===== config.mk =====
export PLATFORM = sky130hd
export DESIGN_NAME = unordered_array_list_engine
export DESIGN_NICKNAME = d
export VERILOG_FILES = /design/src/hdl/uale_pkg.sv /design/src/hdl/uale_seq.sv /design/src/hdl/uale_dpath.sv /design/src/hdl/unordered_array_list_engine.sv
export SDC_FILE = /design/constraint.sdc
export NUM_CORES = 2
export LEC_CHECK = 0
export ABC_CLOCK_PERIOD_IN_PS = 7200
export BUFFER_PORTS_ARGS = -buffer_cell sky130_fd_sc_hd__buf_2
export CELL_PAD_IN_SITES_DETAIL_PLACEMENT = 0
export CELL_PAD_IN_SITES_GLOBAL_PLACEMENT = 2
export CORE_MARGIN = 5
export CORE_UTILIZATION = 52
export CTS_BUF_LIST = sky130_fd_sc_hd__clkbuf_16
export CTS_CLUSTER_SIZE = 10
export DETAILED_ROUTE_END_ITERATION = 7
export MAX_ROUTING_LAYER = met4
export PLACE_DENSITY_LB_ADDON = 0.1
export SLEW_MARGIN = 20
export SYNTH_ARGS = -nofsm -noshare
export SYNTH_HDL_FRONTEND = slang
export SYNTH_SLANG_ARGS = --single-unit

===== constraint.sdc =====
create_clock -name clk -period 7.2 [get_ports clk]
set_input_delay 1.44 -clock clk [delete_from_list [all_inputs] [get_ports clk]]
set_output_delay 1.44 -clock clk [all_outputs]
set_load 0.1 [all_outputs]

===== src/hdl/uale_pkg.sv =====
// uale_pkg: shared types, codes and the microprogram of the array list engine
// used by uale_seq, uale_dpath and unordered_array_list_engine; no dependencies
package uale_pkg;

  // step counter width and microprogram addresses
  localparam int UPC_W = 5;

  localparam logic [UPC_W-1:0] U_IDLE   = 5'd0;
  localparam logic [UPC_W-1:0] U_DONE   = 5'd1;
  localparam logic [UPC_W-1:0] U_DWAIT  = 5'd2;
  localparam logic [UPC_W-1:0] U_FULL   = 5'd3;
  localparam logic [UPC_W-1:0] U_RANGE  = 5'd4;
  localparam logic [UPC_W-1:0] U_NFND   = 5'd5;
  localparam logic [UPC_W-1:0] U_APP    = 5'd6;
  localparam logic [UPC_W-1:0] U_APP2   = 5'd7;
  localparam logic [UPC_W-1:0] U_INS    = 5'd8;
  localparam logic [UPC_W-1:0] U_INS1   = 5'd9;
  localparam logic [UPC_W-1:0] U_ILOOP  = 5'd10;
  localparam logic [UPC_W-1:0] U_IWR    = 5'd11;
  localparam logic [UPC_W-1:0] U_IPUT   = 5'd12;
  localparam logic [UPC_W-1:0] U_REPL   = 5'd13;
  localparam logic [UPC_W-1:0] U_REPL2  = 5'd14;
  localparam logic [UPC_W-1:0] U_RMAT   = 5'd15;
  localparam logic [UPC_W-1:0] U_DROP   = 5'd16;
  localparam logic [UPC_W-1:0] U_DROP2  = 5'd17;
  localparam logic [UPC_W-1:0] U_SRCH   = 5'd18;
  localparam logic [UPC_W-1:0] U_SLOOP  = 5'd19;
  localparam logic [UPC_W-1:0] U_SCMP   = 5'd20;
  localparam logic [UPC_W-1:0] U_SFND   = 5'd21;
  localparam logic [UPC_W-1:0] U_SDONE  = 5'd22;

  // operation codes
  localparam logic [2:0] OP_INS   = 3'd0;
  localparam logic [2:0] OP_APP   = 3'd1;
  localparam logic [2:0] OP_RMAT  = 3'd2;
  localparam logic [2:0] OP_REPL  = 3'd3;
  localparam logic [2:0] OP_SRCH  = 3'd4;
  localparam logic [2:0] OP_RMVAL = 3'd5;

  // status codes
  localparam logic [1:0] ST_OK    = 2'd0;
  localparam logic [1:0] ST_FULL  = 2'd1;
  localparam logic [1:0] ST_RANGE = 2'd2;
  localparam logic [1:0] ST_NFND  = 2'd3;

  // jump conditions
  localparam logic [3:0] C_ALWAYS     = 4'd0;
  localparam logic [3:0] C_FULL       = 4'd1;
  localparam logic [3:0] C_POS_GT_CNT = 4'd2;
  localparam logic [3:0] C_POS_GE_CNT = 4'd3;
  localparam logic [3:0] C_IDX_LE_POS = 4'd4;
  localparam logic [3:0] C_IDX_GE_CNT = 4'd5;
  localparam logic [3:0] C_NOMATCH    = 4'd6;
  localparam logic [3:0] C_IS_RMV     = 4'd7;
  localparam logic [3:0] C_OUT_FREE   = 4'd8;

  // read address select
  localparam logic [1:0] RA_IDX   = 2'd0;
  localparam logic [1:0] RA_IDXM1 = 2'd1;
  localparam logic [1:0] RA_CNTM1 = 2'd2;

  // write address select
  localparam logic [1:0] WA_IDX   = 2'd0;
  localparam logic [1:0] WA_POS   = 2'd1;
  localparam logic [1:0] WA_CNT   = 2'd2;
  localparam logic [1:0] WA_FOUND = 2'd3;

  // write data select
  localparam logic WD_VAL = 1'b0;
  localparam logic WD_RD  = 1'b1;

  // index register operations
  localparam logic [2:0] IDX_HOLD  = 3'd0;
  localparam logic [2:0] IDX_CLR   = 3'd1;
  localparam logic [2:0] IDX_INC   = 3'd2;
  localparam logic [2:0] IDX_DEC   = 3'd3;
  localparam logic [2:0] IDX_LDCNT = 3'd4;

  // count register operations
  localparam logic [1:0] CNT_HOLD = 2'd0;
  localparam logic [1:0] CNT_INC  = 2'd1;
  localparam logic [1:0] CNT_DEC  = 2'd2;

  // found register operations
  localparam logic [1:0] FND_HOLD  = 2'd0;
  localparam logic [1:0] FND_LDIDX = 2'd1;
  localparam logic [1:0] FND_LDPOS = 2'd2;

  // one control word of the microprogram
  typedef struct packed {
    logic [3:0]       cond;
    logic [UPC_W-1:0] target;
    logic             disp;
    logic             emit;
    logic [1:0]       ra_sel;
    logic             we;
    logic [1:0]       wa_sel;
    logic             wd_sel;
    logic [2:0]       idx_op;
    logic [1:0]       cnt_op;
    logic [1:0]       fnd_op;
    logic             st_set;
    logic [1:0]       st_val;
  } ctrl_t;

  // datapath status seen by the sequencer
  typedef struct packed {
    logic full;
    logic pos_gt_cnt;
    logic pos_ge_cnt;
    logic idx_le_pos;
    logic idx_ge_cnt;
    logic nomatch;
    logic is_rmv;
    logic out_free;
  } flags_t;

  // first step of each operation
  function automatic logic [UPC_W-1:0] uale_entry(input logic [2:0] f);
    logic [UPC_W-1:0] a;
    unique case (f)
      OP_INS:   a = U_INS;
      OP_APP:   a = U_APP;
      OP_RMAT:  a = U_RMAT;
      OP_REPL:  a = U_REPL;
      OP_SRCH:  a = U_SRCH;
      OP_RMVAL: a = U_SRCH;
      default:  a = U_DONE;
    endcase
    return a;
  endfunction

  // microprogram rom; an all-zero word jumps to idle and does nothing
  function automatic ctrl_t uale_rom(input logic [UPC_W-1:0] a);
    ctrl_t w;
    w = '0;
    unique case (a)
      U_IDLE: begin
        w.target = U_IDLE;
        w.disp   = 1'b1;
      end
      U_DONE: begin
        w.cond   = C_OUT_FREE;
        w.target = U_IDLE;
        w.emit   = 1'b1;
      end
      U_DWAIT: begin
        w.target = U_DONE;
      end
      U_FULL: begin
        w.st_set = 1'b1;
        w.st_val = ST_FULL;
        w.target = U_DONE;
      end
      U_RANGE: begin
        w.st_set = 1'b1;
        w.st_val = ST_RANGE;
        w.target = U_DONE;
      end
      U_NFND: begin
        w.st_set = 1'b1;
        w.st_val = ST_NFND;
        w.target = U_DONE;
      end
      U_APP: begin
        w.cond   = C_FULL;
        w.target = U_FULL;
      end
      U_APP2: begin
        w.we     = 1'b1;
        w.wa_sel = WA_CNT;
        w.wd_sel = WD_VAL;
        w.cnt_op = CNT_INC;
        w.target = U_DONE;
      end
      U_INS: begin
        w.cond   = C_FULL;
        w.target = U_FULL;
      end
      U_INS1: begin
        w.cond   = C_POS_GT_CNT;
        w.target = U_RANGE;
        w.idx_op = IDX_LDCNT;
      end
      U_ILOOP: begin
        w.cond   = C_IDX_LE_POS;
        w.target = U_IPUT;
        w.ra_sel = RA_IDXM1;
      end
      U_IWR: begin
        w.we     = 1'b1;
        w.wa_sel = WA_IDX;
        w.wd_sel = WD_RD;
        w.idx_op = IDX_DEC;
        w.target = U_ILOOP;
      end
      U_IPUT: begin
        w.we     = 1'b1;
        w.wa_sel = WA_POS;
        w.wd_sel = WD_VAL;
        w.cnt_op = CNT_INC;
        w.target = U_DONE;
      end
      U_REPL: begin
        w.cond   = C_POS_GE_CNT;
        w.target = U_RANGE;
      end
      U_REPL2: begin
        w.we     = 1'b1;
        w.wa_sel = WA_POS;
        w.wd_sel = WD_VAL;
        w.target = U_DONE;
      end
      U_RMAT: begin
        w.cond   = C_POS_GE_CNT;
        w.target = U_RANGE;
        w.fnd_op = FND_LDPOS;
      end
      U_DROP: begin
        w.ra_sel = RA_CNTM1;
        w.target = U_DROP2;
      end
      U_DROP2: begin
        w.we     = 1'b1;
        w.wa_sel = WA_FOUND;
        w.wd_sel = WD_RD;
        w.cnt_op = CNT_DEC;
        w.target = U_DONE;
      end
      U_SRCH: begin
        w.idx_op = IDX_CLR;
        w.target = U_SLOOP;
      end
      U_SLOOP: begin
        w.cond   = C_IDX_GE_CNT;
        w.target = U_NFND;
        w.ra_sel = RA_IDX;
      end
      U_SCMP: begin
        w.fnd_op = FND_LDIDX;
        w.idx_op = IDX_INC;
        w.cond   = C_NOMATCH;
        w.target = U_SLOOP;
      end
      U_SFND: begin
        w.cond   = C_IS_RMV;
        w.target = U_DROP;
      end
      U_SDONE: begin
        w.target = U_DONE;
      end
      default: w = '0;
    endcase
    return w;
  endfunction

endpackage


===== src/hdl/uale_seq.sv =====
// uale_seq: step counter, microprogram rom lookup and conditional jumps
// depends on uale_pkg for the control word, flags and the rom contents
module uale_seq (
  input  logic                            clk,
  input  logic                            rst_n,
  input  logic                            in_valid,
  input  logic [2:0]                      in_func,
  input  uale_pkg::flags_t                flags,
  output uale_pkg::ctrl_t                 ctrl,
  output logic                            in_ready
);
  import uale_pkg::*;

  logic [UPC_W-1:0] upc_r;
  logic [UPC_W-1:0] upc_nxt;
  ctrl_t            word;
  logic             taken;

  // fetch the control word of the current step
  assign word     = uale_rom(upc_r);
  assign ctrl     = word;
  assign in_ready = word.disp;

  // jump condition select
  always_comb begin
    unique case (word.cond)
      C_ALWAYS:     taken = 1'b1;
      C_FULL:       taken = flags.full;
      C_POS_GT_CNT: taken = flags.pos_gt_cnt;
      C_POS_GE_CNT: taken = flags.pos_ge_cnt;
      C_IDX_LE_POS: taken = flags.idx_le_pos;
      C_IDX_GE_CNT: taken = flags.idx_ge_cnt;
      C_NOMATCH:    taken = flags.nomatch;
      C_IS_RMV:     taken = flags.is_rmv;
      C_OUT_FREE:   taken = flags.out_free;
      default:      taken = 1'b0;
    endcase
  end

  // next step: dispatch on a new item, else jump or fall through
  always_comb begin
    priority if (word.disp && in_valid) begin
      upc_nxt = uale_entry(in_func);
    end else if (taken) begin
      upc_nxt = word.target;
    end else begin
      upc_nxt = upc_r + 1'b1;
    end
  end

  always_ff @(posedge clk) begin
    if (!rst_n) begin
      upc_r <= U_IDLE;
    end else begin
      upc_r <= upc_nxt;
    end
  end

endmodule


===== src/hdl/uale_dpath.sv =====
// uale_dpath: item store, count, index and found registers, result register
// depends on uale_pkg; steered each cycle by the control word from uale_seq
module uale_dpath #(
  parameter int CAPACITY = 64
) (
  input  logic                   clk,
  input  logic                   rst_n,
  input  uale_pkg::ctrl_t        ctrl,
  input  logic                   accept,
  input  logic [2:0]             in_func,
  input  logic [6:0]             in_position,
  input  logic signed [31:0]     in_item_value,
  output uale_pkg::flags_t       flags,
  output logic                   out_valid,
  input  logic                   out_ready,
  output logic [1:0]             out_status,
  output logic [5:0]             out_found_index,
  output logic [6:0]             out_list_length
);
  import uale_pkg::*;

  localparam int AW = (CAPACITY > 1) ? $clog2(CAPACITY) : 1;
  localparam int CW = $clog2(CAPACITY + 1);
  localparam int PW = (CW > 7) ? CW : 7;

  // request registers
  logic [2:0]    op_r;
  logic [6:0]    pos_r;
  logic [31:0]   val_r;
  logic [1:0]    status_r;

  // working registers
  logic [CW-1:0] cnt_r;
  logic [CW-1:0] cnt_nxt;
  logic [CW-1:0] idx_r;
  logic [CW-1:0] idx_nxt;
  logic [AW-1:0] found_r;

  // item store
  logic [31:0]   mem_r [CAPACITY];
  logic [31:0]   rdata_r;
  logic [AW-1:0] ra;
  logic [AW-1:0] wa;
  logic [31:0]   wd;

  // result register
  logic          out_valid_r;
  logic [1:0]    out_status_r;
  logic [5:0]    out_found_r;
  logic [6:0]    out_len_r;
  logic          out_free;
  logic          emit_go;
  logic          rep_found;

  logic [PW-1:0] pos_x;
  logic [PW-1:0] cnt_x;
  logic [PW-1:0] idx_x;

  assign pos_x = PW'(pos_r);
  assign cnt_x = PW'(cnt_r);
  assign idx_x = PW'(idx_r);

  // flags for the jump conditions
  assign out_free = !out_valid_r || out_ready;
  always_comb begin
    flags.full       = (cnt_r == CW'(CAPACITY));
    flags.pos_gt_cnt = (pos_x > cnt_x);
    flags.pos_ge_cnt = (pos_x >= cnt_x);
    flags.idx_le_pos = (idx_x <= pos_x);
    flags.idx_ge_cnt = (idx_r >= cnt_r);
    flags.nomatch    = (rdata_r != val_r);
    flags.is_rmv     = (op_r == OP_RMVAL);
    flags.out_free   = out_free;
  end

  // store address and data select
  always_comb begin
    unique case (ctrl.ra_sel)
      RA_IDX:   ra = AW'(idx_r);
      RA_IDXM1: ra = AW'(idx_r - CW'(1));
      RA_CNTM1: ra = AW'(cnt_r - CW'(1));
      default:  ra = AW'(idx_r);
    endcase
    unique case (ctrl.wa_sel)
      WA_IDX:   wa = AW'(idx_r);
      WA_POS:   wa = AW'(pos_r);
      WA_CNT:   wa = AW'(cnt_r);
      WA_FOUND: wa = found_r;
      default:  wa = AW'(idx_r);
    endcase
    wd = (ctrl.wd_sel == WD_RD) ? rdata_r : val_r;
  end

  // store: one write and one registered read a cycle
  always_ff @(posedge clk) begin
    if (ctrl.we) begin
      mem_r[wa] <= wd;
    end
    rdata_r <= mem_r[ra];
  end

  // index and count updates
  always_comb begin
    unique case (ctrl.idx_op)
      IDX_HOLD:  idx_nxt = idx_r;
      IDX_CLR:   idx_nxt = '0;
      IDX_INC:   idx_nxt = idx_r + CW'(1);
      IDX_DEC:   idx_nxt = idx_r - CW'(1);
      IDX_LDCNT: idx_nxt = cnt_r;
      default:   idx_nxt = idx_r;
    endcase
    unique case (ctrl.cnt_op)
      CNT_HOLD: cnt_nxt = cnt_r;
      CNT_INC:  cnt_nxt = cnt_r + CW'(1);
      CNT_DEC:  cnt_nxt = cnt_r - CW'(1);
      default:  cnt_nxt = cnt_r;
    endcase
  end

  always_ff @(posedge clk) begin
    if (!rst_n) begin
      cnt_r <= '0;
    end else begin
      cnt_r <= cnt_nxt;
    end
  end

  // payload registers of the running request
  always_ff @(posedge clk) begin
    idx_r <= idx_nxt;
    if (accept) begin
      op_r     <= in_func;
      pos_r    <= in_position;
      val_r    <= in_item_value;
      status_r <= ST_OK;
    end else if (ctrl.st_set) begin
      status_r <= ctrl.st_val;
    end
    unique case (ctrl.fnd_op)
      FND_LDIDX: found_r <= AW'(idx_r);
      FND_LDPOS: found_r <= AW'(pos_r);
      default:   found_r <= found_r;
    endcase
  end

  // result register, free again once the item is taken
  assign emit_go   = ctrl.emit && out_free;
  assign rep_found = (status_r == ST_OK) && ((op_r == OP_SRCH) || (op_r == OP_RMVAL));

  always_ff @(posedge clk) begin
    if (!rst_n) begin
      out_valid_r <= 1'b0;
    end else if (emit_go) begin
      out_valid_r <= 1'b1;
    end else if (out_ready) begin
      out_valid_r <= 1'b0;
    end
  end

  always_ff @(posedge clk) begin
    if (emit_go) begin
      out_status_r <= status_r;
      out_found_r  <= rep_found ? 6'(found_r) : 6'd0;
      out_len_r    <= 7'(cnt_r);
    end
  end

  assign out_valid       = out_valid_r;
  assign out_status      = out_status_r;
  assign out_found_index = out_found_r;
  assign out_list_length = out_len_r;

  // count stays within the store
  a_cnt_bound: assert property (@(posedge clk) disable iff (!rst_n)
    cnt_r <= CW'(CAPACITY))
    else $error("item count above capacity");

  // writes land only on held entries or the first free one
  a_wr_in_list: assert property (@(posedge clk) disable iff (!rst_n)
    ctrl.we |-> (CW'(wa) <= cnt_r))
    else $error("store write beyond list end");

  // a miss never reports an index
  a_nf_zero: assert property (@(posedge clk) disable iff (!rst_n)
    (out_valid_r && (out_status_r == ST_NFND)) |-> (out_found_r == 6'd0))
    else $error("not found result with nonzero index");

  // a full status only when the list really is full
  a_full_len: assert property (@(posedge clk) disable iff (!rst_n)
    emit_go && (status_r == ST_FULL) |-> (cnt_r == CW'(CAPACITY)))
    else $error("full status below capacity");

endmodule


===== src/hdl/unordered_array_list_engine.sv =====
// Unordered array list engine: a CAPACITY-entry list of signed 32-bit items
// with insert, append, remove, replace, search and remove-by-value. A request
// is taken only while the sequencer sits in its idle step and gives one result
// item. Insert and search walk the entries one at a time, a read step and then
// a compare or write step for each entry, because the store has one read port
// with registered data. The result register lets a finished result wait for
// the taker while the next request is accepted. No clearing pass after reset.
module unordered_array_list_engine #(
  parameter int CAPACITY = 64
) (
  input  logic               clk,
  input  logic               rst_n,
  input  logic               in_valid,
  output logic               in_ready,
  input  logic [2:0]         in_func,
  input  logic [6:0]         in_position,
  input  logic signed [31:0] in_item_value,
  output logic               out_valid,
  input  logic               out_ready,
  output logic [1:0]         out_status,
  output logic [5:0]         out_found_index,
  output logic [6:0]         out_list_length
);
  import uale_pkg::*;

  ctrl_t  ctrl;
  flags_t flags;
  logic   accept;

  assign accept = in_valid && in_ready;

  // microprogram sequencer
  uale_seq u_seq (
    .clk      (clk),
    .rst_n    (rst_n),
    .in_valid (in_valid),
    .in_func  (in_func),
    .flags    (flags),
    .ctrl     (ctrl),
    .in_ready (in_ready)
  );

  // store and registers
  uale_dpath #(
    .CAPACITY (CAPACITY)
  ) u_dpath (
    .clk             (clk),
    .rst_n           (rst_n),
    .ctrl            (ctrl),
    .accept          (accept),
    .in_func         (in_func),
    .in_position     (in_position),
    .in_item_value   (in_item_value),
    .flags           (flags),
    .out_valid       (out_valid),
    .out_ready       (out_ready),
    .out_status      (out_status),
    .out_found_index (out_found_index),
    .out_list_length (out_list_length)
  );

endmodule


After elaboration in Yosys (flattened, before gate mapping)
Memories as Yosys holds them, arrays and structs flattened. A register that Yosys moved wholly into a read port is not among the register bits.
Cells that the tools add are included.
{ "classes": {"n_addsub": 5, "magnitude_cmp": 4, "eq_ne": 52, "muxes": 24, "reduce_logical": 23} }
{ "ops": {"columns": ["operator", "count"], "rows": [
  ["$pmux W5 S9", 1],
  ["$eq A5 B4 Y1 const B", 8],
  ["$eq A5 B5 Y1 const B", 7],
  ["$mux W32", 1],
  ["$ne A32 B32 Y1", 1],
  ["$pmux W4 S8", 1],
  ["$pmux W7 S4", 1],
  ["$pmux W5 S5", 1],
  ["$pmux W6 S2", 2],
  ["$pmux W6 S4", 1],
  ["$eq A5 B3 Y1 const B", 4],
  ["$eq A4 B3 Y1 const B", 4],
  ["$pmux W4 S4", 1],
  ["$eq A3 B3 Y1 const B", 5],
  ["$add A7 B1 Y7 const B", 2],
  ["$ge A7 B7 Y1", 2],
  ["$pmux W7 S2", 1],
  ["$sub A7 B1 Y7 const B", 2],
  ["$eq A3 B2 Y1 const B", 4],
  ["$pmux W2 S2", 3],
  ["$pmux W3 S4", 1],
  ["$reduce_or A2 Y1", 6],
  ["$eq A2 B2 Y1 const B", 5],
  ["$eq A5 B2 Y1 const B", 2],
  ["other kinds (25)", 42]
]} }
{ "totals": {"register_bits": 85, "ramBits": 2048, "input_bits": 46, "output_inout_bits": 17, "wordCells": 121, "memories": 1} }
{ "memory_table": {"columns": ["memory", "depth", "word_bits", "rd", "rd_clocked_by_memory_dff", "write_ports", "line", "rtl"], "rows": [
  ["u_dpath.mem_r", 64, 32, 1, 1, 1, "uale_dpath.sv:40", "logic [31:0] mem_r [CAPACITY];"]
]} }

Longest topological paths before layout
{ "logic_depth": {"ltp_word": 7, "ltp_mapped": 15, "mapped_depth_nobuf": 10} }

By module
Synthesis repeated with hierarchy kept, for this count alone.
{ "unflattened": {"cells_unflattened": 6622, "area_unflattened_um2": 88516.1} }
{ "modules_own_cells": {"columns": ["mod", "instances", "cells_per_inst", "area_each_um2", "seq_area_each_um2"], "rows": [
  ["uale_dpath", 1, 6477, 87530.2, 64441.8],
  ["uale_seq", 1, 144, 979.7, 100.1],
  ["unordered_array_list_engine", 1, 1, 6.3, 0.0]
]} }

Worst setup path before layout
No wires, ideal clock.
{ "synth_timing": {"kind": "register to register", "start": "reg u_seq.upc_r[0]", "end": "reg u_dpath.op_r[0] (enable)", "setup_ps": 399, "t_arrival_ps": 4654, "t_required_ps": 6801, "slack_ps": 2147, "stages_incl_launch_ff": 8, "path_buffers": 1, "period_less_slack_ps": 5053, "cell_sequence": "dfxtp_1 > inv_1 > ha_1 > clkbuf_1 > nand2_1 > nor3_1 > nand2_1 > inv_1"} }
{ "synth_between": {"elab_chain_cells": 3} }
{ "synth_rtl": {"columns": ["item", "line", "rtl"], "rows": [
  ["start, declared", "uale_seq.sv:14", "logic [UPC_W-1:0] upc_r;"],
  ["start signal, assigned", "uale_seq.sv:55", "upc_r <= upc_nxt;"],
  ["$logic_not A5 Y1", "uale_pkg.sv:137", "unique case (a)"],
  ["$mux W1", "uale_pkg.sv:137", null],
  ["named net in_ready", "unordered_array_list_engine.sv:14", "output logic in_ready,"],
  ["$logic_and A1 B1 Y1", "unordered_array_list_engine.sv:30", "assign accept = in_valid && in_ready;"],
  ["named net accept", "unordered_array_list_engine.sv:28", "logic accept;"],
  ["end signal, assigned", "uale_dpath.sv:132", "op_r <= in_func;"],
  ["end, declared", "uale_dpath.sv:27", "logic [2:0] op_r;"]
]} }
The timed path passes the listed nets, and every way through them passes these cells.
A chain may end at the register's enable or synchronous reset.

Worst setup path in the final report
{ "layout_timing": {"start": "reg u_seq.upc_r[0]", "end": "reg u_dpath.rdata_r[12] (read register of u_dpath.mem_r)"} }
{ "layout_between": {"elab_chain_cells": 4, "word_cells_on_any_way": 6, "classes_between": "4 x eq/ne; 2 x mux"} }
{ "layout_rtl": {"columns": ["item", "line", "rtl"], "rows": [
  ["$eq A5 B5 Y1 or $eq A5 B4 Y1 (tied branches)", "uale_pkg.sv:137", null],
  ["$pmux W2 S2 *", "uale_pkg.sv:137", null],
  ["$eq A2 B2 Y1 or $eq A2 B1 Y1 (tied branches)", "uale_dpath.sv:78", "unique case (ctrl.ra_sel)"],
  ["$pmux W6 S2 *", "uale_dpath.sv:78", null],
  ["end, declared", "uale_dpath.sv:41", "logic [31:0] rdata_r;"]
]} }
Every way passes the cells marked *; elsewhere a longest branch is shown, timed or not.

==> flow_summary.yaml <==
cts:
  clk_pin_slew_ns: 0.06
  htree_levels: 4
  cts.sinks: 2165
  clk_path_buf_depth: 3
  cts_tree: "done"
  post_cts_buffers: 0
  root_buffer: "clkbuf_16"
  cts_buffers: 237
  cts-resized-gates: 0
  postCtsHoldBufs: 0
  clock_latency_ns: 0.87
yosys:
  synthMuxAreaShare: 0.0735
  yosys_warnings: 0
  async_reset_ff_frac: 0
  syn_inst: 5135
  synth-simple-area-share: 0.0541
  ys.flop_type: "edfxtp_1"
  synth.distinct_cells: 92
  ys_seq_area_frac: 0.756
  synth_area_um2: 85400
  synth_top_family_by_area: "compound AO/OA/AOI/OAI gates"
  synth_fp_nets: 5214
  synth_edf_count: 2118
  synth_compound_area_frac: 0.0857
  synth_xor_area_frac: 0.00493
  synth-seq-cells: 2165
  synth_area_per_cell_um2: 16.6
  synthAdderAreaFrac: 0.00484
die:
  rows: 148
  initial_core_util: 0.524
  die_h_um: 415
  die_x_um: 415
  io-pin-count: 63
  dieArea_um2: 172000
  core_region_area_um2: 163000
global_route:
  gr-usage-met3: 0.0855
  grt_pass1_wl_um: 367000
  first_global_vias: 47300
  met2_usage: 0.434
  grt_max_degree: 152
  grt_busiest_layer: "met1"
  use_met1: 0.449
  gr-total-overflow: 0
  antenna_found_initial: 24
  grt_usage: 0.310
critical_path:
  end_kind: "flip-flop"
  cp_max_fo: 18
  path_class: "flip-flop to flip-flop"
  r2r-start: "u_seq.upc_r[0]"
  cp.required_ns: 7.95
  start_kind: "flip-flop"
  worstSetupStartpoint: "u_seq.upc_r[0]"
  cp.arrival_ns: 6.41
power_and_ir_drop:
  p_per_area_nw_per_um2: 376
  leakagePower_nw: 31.7
  clock_power_share: 0.294
  ir_drop_mv: 0.362
  seqPwrFrac: 0.428
  p_sw_mw: 12.3
  swShare: 0.341
  p_int_mw: 23.8
  combPwrFrac: 0.278
detailed_routing:
  vias_per_cell: 6.50
  drt-initial-drc-count: 6752
  drc_errors: 0
  ant_nets: 0
  wire_per_inst_um: 34.4
  vias: 49700
  drtPass1Iterations: 5
  wl_um: 263000
sta:
  fin_crit_sh: 0.787
  setup_violations: 0
  skew_ns: 0.0369
  finalCriticalPeriod_ns: 5.66
  maxSlewViolCount: 0
  rsz0062_at_grt: "no"
  clock.fmax_mhz: 177
  worst_pin_slew_ns: 1.31
  fin_hold_ws_ns: 0.463
  final.setup.tns_ns: 0
  finalHoldViolations: 0
  slew_headroom: 0.122
cells_and_area:
  fin_nets: 5397
  multi_input_area_um2: 19800
  num-fill-cells: 12400
  seq_area_um2: 64500
  utilization: 0.589
  syn2layout_area_growth_pct: 12.5
  drive_above_1_share: 0.149
placement:
  dp_hpwl_um: 159000
  gp_congestion: 0.888
  port-buffer-count: 62
hold_path:
  worstHoldPathType: "flip-flop to flip-flop"
  worstHoldStart: "u_dpath.status_r[0]"
run_status:
  outcome: "finished clean"
run:
  maxCapViolCount: 0
## placed cells by master (no fill, tap or decap), types with 29 or more instances in the layout
cell,Yosys,final
inv_1,25,146
nand3_1,33,30
o22ai_1,123,123
edfxtp_1,2118,2118
a22oi_1,103,103
o211ai_1,36,36
a31oi_1,69,69
clkbuf_16,0,240
dfxtp_1,47,47
nand4_1,29,29
and3_1,100,99
nand2_1,682,675
a32oi_1,129,129
a211o_1,30,30
buf_4,23,193
a21oi_1,195,195
xnor2_1,42,42
a221o_1,34,34
mux4_2,120,120
mux2i_1,315,315
mux2_2,36,34
ha_1,33,33
a221oi_1,39,38
nor2_4,0,73
a211oi_1,158,146
buf_2,112,63
## path summary, 6_finish.rpt
check	endpoint	slack [ns]	cells past startpoint
setup / recovery	u_dpath.rdata_r[12]	1.54	11
hold / removal	u_dpath.out_status[0]	0.46	0
setup reg to reg	u_dpath.rdata_r[12]	1.54	11
hold reg to reg	u_dpath.out_status[0]	0.46	0
## final cells by class
type	instances	share of cell area
Multi-Input combinational cell	2613	0.206
Inverter	25	0.000978
Antenna cell	13	0.000339
Clock inverter	141	0.00686
Clock buffer	240	0.0626
Timing Repair Buffer	276	0.0224
Sequential cell	2165	0.672
Tap cell	2175	0.0284
## worst max-delay path: stages (launching register included)
cell and delay, ns:
dfxtp_1 0.34, inv_1 0.11, ha_1 0.49, nor4bb_4 0.66, mux2i_1 0.22, a221oi_2 0.76, nand3_2 0.74, buf_4 0.49
a211oi_1 1.00, a211oi_1 0.28, buf_4 0.26, and3_1 0.17
## through the flow
step	instance area (µm²)	setup slack [ns]	total power, mW	instances
after floorplan	85400	2.15	21.2	5135
after global placement	89100	0.789	25.5	7244
after detailed placement	89200	1.23	25.6	7252
after CTS	95900	1.17	36.1	7633
after global routing	96000	1.41	37.2	7644
final	96000	1.54	36.1	7648
## metal layers
layer	wire [µm]	share of wire
met5	0	0
met2	115000	0.44
met4	7730	0.029
met1	111000	0.42
met3	29900	0.11
## registers in the layout (all words and copies together), names as in the netlist, 6 cells and up
name and flops:
u_dpath.cnt_r 7, u_dpath.found_r 6, u_dpath.idx_r 7, u_dpath.mem_r 2048, u_dpath.out_found_index 6, u_dpath.out_list_length 7
u_dpath.pos_r 7, u_dpath.rdata_r 32, u_dpath.val_r 32
## kinds of logic after synthesis
| group | count (synthesis) |
|---|---|
| xor gates and xnor gates | 48 |
| adders and majority gates | 33 |
| DFF | 2165 |
| AOI/OAI and AO/OA | 1022 |
| buffers and inverters | 357 |
| muxes | 472 |
| and+or+nand+nor | 1038 |
## power by group through the flow
stage	registers (mW)	logic (mW)	clock network, mW
final	15.5	10.1	10.6
after global routing	15.5	10.5	11.3
after CTS	15.4	9.90	10.7
after detailed placement	15.7	9.88	0
after global placement	15.7	9.81	0
after floorplan	15.6	5.62	0
## synthesized netlist by cell type, drive strengths merged, types with 3 or more instances
cell     count  share of area
clkbuf     160         0.0071
a31oi       69         0.0051
or3          9        0.00072
o221ai       4        0.00041
mux4       120          0.032
a2bb2oi      5        0.00059
a211oi     158          0.014
a21oi      195          0.011
nor4         5        0.00037
mux2i      315          0.037
ha          33         0.0048
o21a         4        0.00035
a32oi      129          0.013
a211o       30         0.0031
nand2b      10        0.00073
buf        172          0.013
o31ai        3        0.00026
inv         25         0.0011
nor2       101         0.0049
and2        17         0.0012
nand3       34         0.0021
o211ai      36         0.0032
nand3b       3        0.00026
o22ai      123         0.0090
nand4       29         0.0021
a221o       34         0.0040
xnor2       42         0.0043
a21boi      32         0.0028
o21ai       28         0.0016
dfxtp       47          0.011
edfxtp    2118           0.75
a311oi       3        0.00031
nor3        14         0.0010
or2          4        0.00029
and3       100         0.0073
a22oi      105         0.0096
xor2         6        0.00062
a221oi      40         0.0042
nand2      682          0.030
nor2b       14         0.0010
mux2        37         0.0049
Note: power is estimated with default switching activity, not from simulation.
